===== src/design/shdu_div.sv =====
// Pipelined restoring divider, one quotient bit per stage.
module shdu_div #(
    parameter int NW = 61,
    parameter int DW = 31,
    parameter int QW = 31,
    parameter int SW = 2
) (
    input  logic          clk,
    input  logic          rst_n,
    input  logic          en,
    input  logic          in_valid,
    input  logic [NW-1:0] num,
    input  logic [DW-1:0] den,
    input  logic [SW-1:0] side,
    output logic          out_valid,
    output logic [QW-1:0] quo,
    output logic [SW-1:0] side_out
);

    // num >> QW must be below den
    logic          v_reg    [QW];
    logic [DW-1:0] rem_reg  [QW];
    logic [QW-1:0] low_reg  [QW];
    logic [QW-1:0] q_reg    [QW];
    logic [SW-1:0] side_reg [QW];

    for (genvar i = 0; i < QW; i++)
    begin : g_stage
        logic          in_v;
        logic [DW-1:0] rem_in;
        logic [QW-1:0] low_in;
        logic [QW-1:0] q_in;
        logic [SW-1:0] s_in;
        logic [DW:0]   trial;
        logic          ge;

        if (i == 0)
        begin : g_first
            assign in_v   = in_valid;
            assign rem_in = DW'(num >> QW);
            assign low_in = num[QW-1:0];
            assign q_in   = '0;
            assign s_in   = side;
        end
        else
        begin : g_rest
            assign in_v   = v_reg[i-1];
            assign rem_in = rem_reg[i-1];
            assign low_in = low_reg[i-1];
            assign q_in   = q_reg[i-1];
            assign s_in   = side_reg[i-1];
        end

        assign trial = {rem_in, low_in[QW-1-i]};
        assign ge    = trial >= {1'b0, den};

        always_ff @(posedge clk or negedge rst_n)
        begin
            if (!rst_n)
            begin
                v_reg[i] <= 1'b0;
            end
            else if (en)
            begin
                v_reg[i] <= in_v;
            end
        end

        always_ff @(posedge clk)
        begin
            if (en)
            begin
                rem_reg[i]  <= ge ? DW'(trial - {1'b0, den}) : trial[DW-1:0];
                low_reg[i]  <= low_in;
                q_reg[i]    <= q_in | (QW'(ge) << (QW - 1 - i));
                side_reg[i] <= s_in;
            end
        end
    end

    assign out_valid = v_reg[QW-1];
    assign quo       = q_reg[QW-1];
    assign side_out  = side_reg[QW-1];

endmodule

===== config.mk =====
export PLATFORM = sky130hd
export DESIGN_NAME = shdu_div
export DESIGN_NICKNAME = d
export VERILOG_FILES = /design/src/design/shdu_div.sv
export SDC_FILE = /design/constraint.sdc
export NUM_CORES = 2
export LEC_CHECK = 0
export BUFFER_PORTS_ARGS = -buffer_cell sky130_fd_sc_hd__buf_2
export CORE_AREA = 3 3 539 541
export CTS_BUF_LIST = sky130_fd_sc_hd__clkbuf_8
export CTS_CLUSTER_SIZE = 24
export DETAILED_ROUTE_END_ITERATION = 8
export DIE_AREA = 0 0 542 544
export GPL_TIMING_DRIVEN = 1
export PLACE_DENSITY = 0.67
export SLEW_MARGIN = 20
export SYNTH_ARGS = -nofsm -noshare
export SYNTH_HDL_FRONTEND = slang
export SYNTH_SLANG_ARGS = --single-unit
export TNS_END_PERCENT = 5

===== constraint.sdc =====
create_clock -name clk -period 10.4 [get_ports clk]
set_input_delay 2.08 -clock clk [delete_from_list [all_inputs] [get_ports clk]]
set_output_delay 2.08 -clock clk [all_outputs]
set_load 0.02 [all_outputs]

# Yosys cells after proc, flatten, opt, wreduce, memory -nomap -nowiden
# Memories as Yosys holds them, arrays and structs flattened.
# Cells that the tools add are included.
classes:
  bitwise: 30
  muxes: 33
  n_addsub: 31
  n_lt_le_gt_ge: 31
op_table:
  columns: ["operator", "count"]
  rows:
  - ["2-to-1 mux 31 bit", 31]
  - ["subtractor 31 bit", 31]
  - [">= comparator 32 x 31 -> 1 bit", 30]
  - [">= comparator 31 bit", 1]
  - ["OR 31 x 1 -> 31 bit", 1]
  - ["OR 31 x 10 -> 31 bit", 1]
  - ["OR 31 x 11 -> 31 bit", 1]
  - ["OR 31 x 12 -> 31 bit", 1]
  - ["OR 31 x 13 -> 31 bit", 1]
  - ["OR 31 x 14 -> 31 bit", 1]
  - ["OR 31 x 15 -> 31 bit", 1]
  - ["OR 31 x 16 -> 31 bit", 1]
  - ["OR 31 x 17 -> 31 bit", 1]
  - ["OR 31 x 18 -> 31 bit", 1]
  - ["OR 31 x 19 -> 31 bit", 1]
  - ["OR 31 x 2 -> 31 bit", 1]
  - ["OR 31 x 20 -> 31 bit", 1]
  - ["OR 31 x 21 -> 31 bit", 1]
  - ["OR 31 x 22 -> 31 bit", 1]
  - ["OR 31 x 23 -> 31 bit", 1]
  - ["OR 31 x 24 -> 31 bit", 1]
  - ["OR 31 x 25 -> 31 bit", 1]
  - ["OR 31 x 26 -> 31 bit", 1]
  - ["OR 31 x 27 -> 31 bit", 1]
  - ["11 further kinds", 12]
word_totals:
  ram_bits: 2945
  reg_bits: 31
  n_memories: 4
  output_inout_bits: 34
mem_list:
  columns: ["name", "words", "width", "read_ports", "rd_clocked_by_memory_dff", "write_ports", "line_no", "rtl"]
  rows:
  - ["low_reg", 31, 31, 30, 0, 31, "23", "logic [QW-1:0] low_reg [QW];"]
  - ["q_reg", 31, 31, 31, 0, 31, "24", "logic [QW-1:0] q_reg [QW];"]
  - ["rem_reg", 31, 31, 30, 0, 31, "22", "logic [DW-1:0] rem_reg [QW];"]
  - ["side_reg", 31, 2, 31, 0, 31, "25", "logic [SW-1:0] side_reg [QW];"]

# Logic depth before layout (Yosys ltp)
# An unclocked memory read counts as a cell.
depth:
  depth_word: 3
  mapped_depth: 17

# Least setup slack after synthesis
# Ideal clock, no wire load.
synth_path:
  kind: "input -> register"
  startpoint: "input den[4]"
  endpoint: "memory rem_reg[15][17], data pin"
  t_arrival_ps: 5354
  setup_ps: 260
  path_slack_ps: 4786
  required_ps: 10140
  stages: 12
  n_path_buf: 1
  cell_sequence: "inv_1 > ha_1 > a21o_1 > a21oi_1 > o21ai_1 > a221oi_2 > o21ai_1 > a221oi_2 > a21oi_1 > nor4_2 > buf_2 > mux2_2"
synth_rtl:
  columns: ["element", "line_no", "rtl"]
  rows:
  - ["start, declared", "13", "input logic [DW-1:0] den,"]
  - ["end, declared", "22", null]

==> impl_results.md <==
* Outcome: completed
* Placement Rows at 196
* Post-CTS Hold Fix Bufs at 0
* DP Wirelength at 203,000 um
* Largest net degree at the start of global routing at 191
* Post-Layout Cell Count at 14.4k
* Crit-path max FO at 61
* R2R depth at 14
* Worst r2r src: low_reg[2][51]
* Worst Setup Start Kind: primary input
* DRC at 0
* Sequential area share after synthesis at 51.9%
* PwrDens at 327 nW/um^2
* Synth area leader: edfxtp_1
* Total Power at about 41 mW
* Grt ovf at 0
* DRT antenna net count at 0
* Min Hold Slack at 0.389 ns
* Die height at 544 um
* Period utilization at 60.2%
* Setup slack, reg-to-reg at 5.53 ns
* Initial antenna violation count at 12
* Post-synth EDFFs at between 1.5k and 2k
* Mapped Cells at about 9.9k
* First-pass iteration count of the detailed router at 6
* # IOs at 132
* Clk sinks at 1,984
* CTS tree: done
* Setup_tns at 0 ns
* Setup crit end kind: register
* Flops & latches, synth at about 2.0k
* Area contributors post-synth: edfxtp_1, ha_1, a21oi_1
* Reg-to-reg critical path endpoint: rem_reg[10][8]
* Area Growth Syn to Fin at 10.8%
* Post-CTS Setup Bufs at 0
* Clk_lat worst skew at 1.00 ns
* Final Util at 44.4%
* CP startpoint: den[2]
* NumNets Final at 11.4k
* Worst endpoint required time at 11.13 ns
* Full die area at 295,000 um^2
* Max-cap violation count at 0
* Final hold vios at 0
* Worst hold path type: reg -> reg
* Final wirelength at 293,000 um
* Synth Warn # at 0
* Post-CTS resize count at 0
* Primary FF master, synth: edfxtp_1
* Final Slew Violations at 0
* First-pass GRT wire length at 449,000 um
* Mean Syn Cell Area at 11.5 um^2
* RSZ-0062 raised after global routing: no
* Syn nets at 11.0k
* Final count of negative-setup-slack endpoints at 0
* WP data arrival at 6.99 ns
* All-Layer GR Usage at between 10% and 20%
* Critical Path End: rem_reg[11][3]
* Max IR drop VDD at about 0.00021 V
* Worst slew margin at 21.8%
* Max reg flops at 930
* Area share of the largest cell type after synthesis at 51.3%
* DRT iter0 DRCs at ~6.3k
* WS Path Type: in -> reg
* Async SR Flop Fraction at 1.56%
* Core area at 285,000 um^2
* Lkg Pwr at around 50 nW
* Clock slew at reported path FFs at 0.06 ns
* Worst Max-Slew Pin Slew at approximately 1.2 ns
* Vias in the first global route at 79.1k
* Most frequent cell after synthesis: edfxtp_1
* Fmax at about 160 MHz
* Routed len/inst at 20.4 um
* Initial Utilization at 40.1%
* DR vias at 80.4k
* Inst Count DP at 13.7k
* Distinct cell type count after synthesis at 99
* H-tree depth at 5
* Post-DR vias/cell at approximately 5.6
* IO buf count at approximately 130
* RD Place Congestion at about 0.92
* Post-synth top cells: edfxtp_1, ha_1, a21oi_1
* Min Tclk post-route at 6.26 ns
* Layout cells sized above 1 at 10.8%
* Root buffer cell: clkbuf_8
* Clock Skew at between 0.06 and 0.07 ns
* Netlist area before placement at 114,000 um^2
* Num CTS Buffers at 354
* Die X at 542 um
* Clk buf depth at 4
-- stage by stage --
step                      setup slack [ns]  instance area, um^2
after floorplan                       4.79               114000
after global placement                3.26               120000
after detailed placement              3.20               120000
after CTS                             4.29               127000
after global routing                  3.92               127000
final                                 4.14               127000
-- per-layer routing --
| layer | GRT usage [%] | up-vias | part of all wire (%) |
|---|---|---|---|
| met4 | 9.38 | 0 | 5.3 |
| met2 | 32.7 | 2373 | 48 |
| met3 | 2.81 | 750 | 5.0 |
| met1 | 23.9 | 38700 | 42 |
| li1 | - | 38600 | - |
| met5 | 0 | - | 0 |
-- logic make-up (layout without fill, tap and decap cells) --
family	after synthesis	after routing	synth area share, %
muxes	324	324	3.25
DFF	1984	1984	51.9
xor gates and xnor gates	776	776	5.94
other	0	4	0
buffers and inverters	475	1125	1.67
AOI/OAI and AO/OA	3024	3024	16.5
and+or+nand+nor	2370	2370	9.72
adders and majority gates	991	991	11.0
-- worst min path at each step --
stage	cells after the start	startpoint	endpoint	slack (ns)
finish	0	q_reg[1][86]	q_reg[1][117]	0.39
global route	0	low_reg[1][65]	low_reg[1][96]	0.39
CTS	0	low_reg[1][65]	low_reg[1][96]	0.37
detailed placement	0	low_reg[0][33]	low_reg[0][64]	0.40
global placement	0	q_reg[2][200]	q_reg[2][231]	0.40
floorplan	0	low_reg[0][69]	low_reg[0][100]	0.40
-- cell usage in the layout (no fill, tap or decap), drive strengths merged, types with 148 or more instances in the layout --
cell type	count
mux2	299
xnor2	463
inv	366
edfxtp	1953
nand2b	148
buf	226
o21ai	803
a21oi	942
clkbuf	360
nor2	666
nand2	751
xor2	313
a21o	468
nor2b	151
ha	961
-- worst max-delay path: stages --
cell and delay (ns):
buf_2 0.10, inv_2 0.48, buf_4 0.46, ha_1 0.35
nor2b_1 0.16, o21ai_1 0.15, a21boi_0 0.16, o41ai_1 0.62
a21oi_1 0.26, a221oi_2 0.53, a21oi_1 0.13, nor2_1 0.13
o311a_2 0.85, mux2_2 0.41
-- area by class of cell --
| cell class | instances | area [um^2] |
|---|---|---|
| Fill cell | 26200 | 159000 |
| Sequential cell | 1984 | 59400 |
| Multi-Input combinational cell | 7485 | 53300 |
| Clock buffer | 360 | 4950 |
| Tap cell | 3762 | 4710 |
| Clock inverter | 270 | 1760 |
| Timing Repair Buffer | 226 | 1550 |
| Inverter | 269 | 1010 |
| Antenna cell | 4 | 10.0 |
-- power by group --
part / total [mW] / internal [mW] / switching, mW
logic: 20.3 / 8.87 / 11.4
clock network: 7.04 / 3.68 / 3.36
registers: 14.1 / 12.5 / 1.64
total: 41.4 / 25.0 / 16.4
No activity file was read; power rests on OpenSTA's default activity.
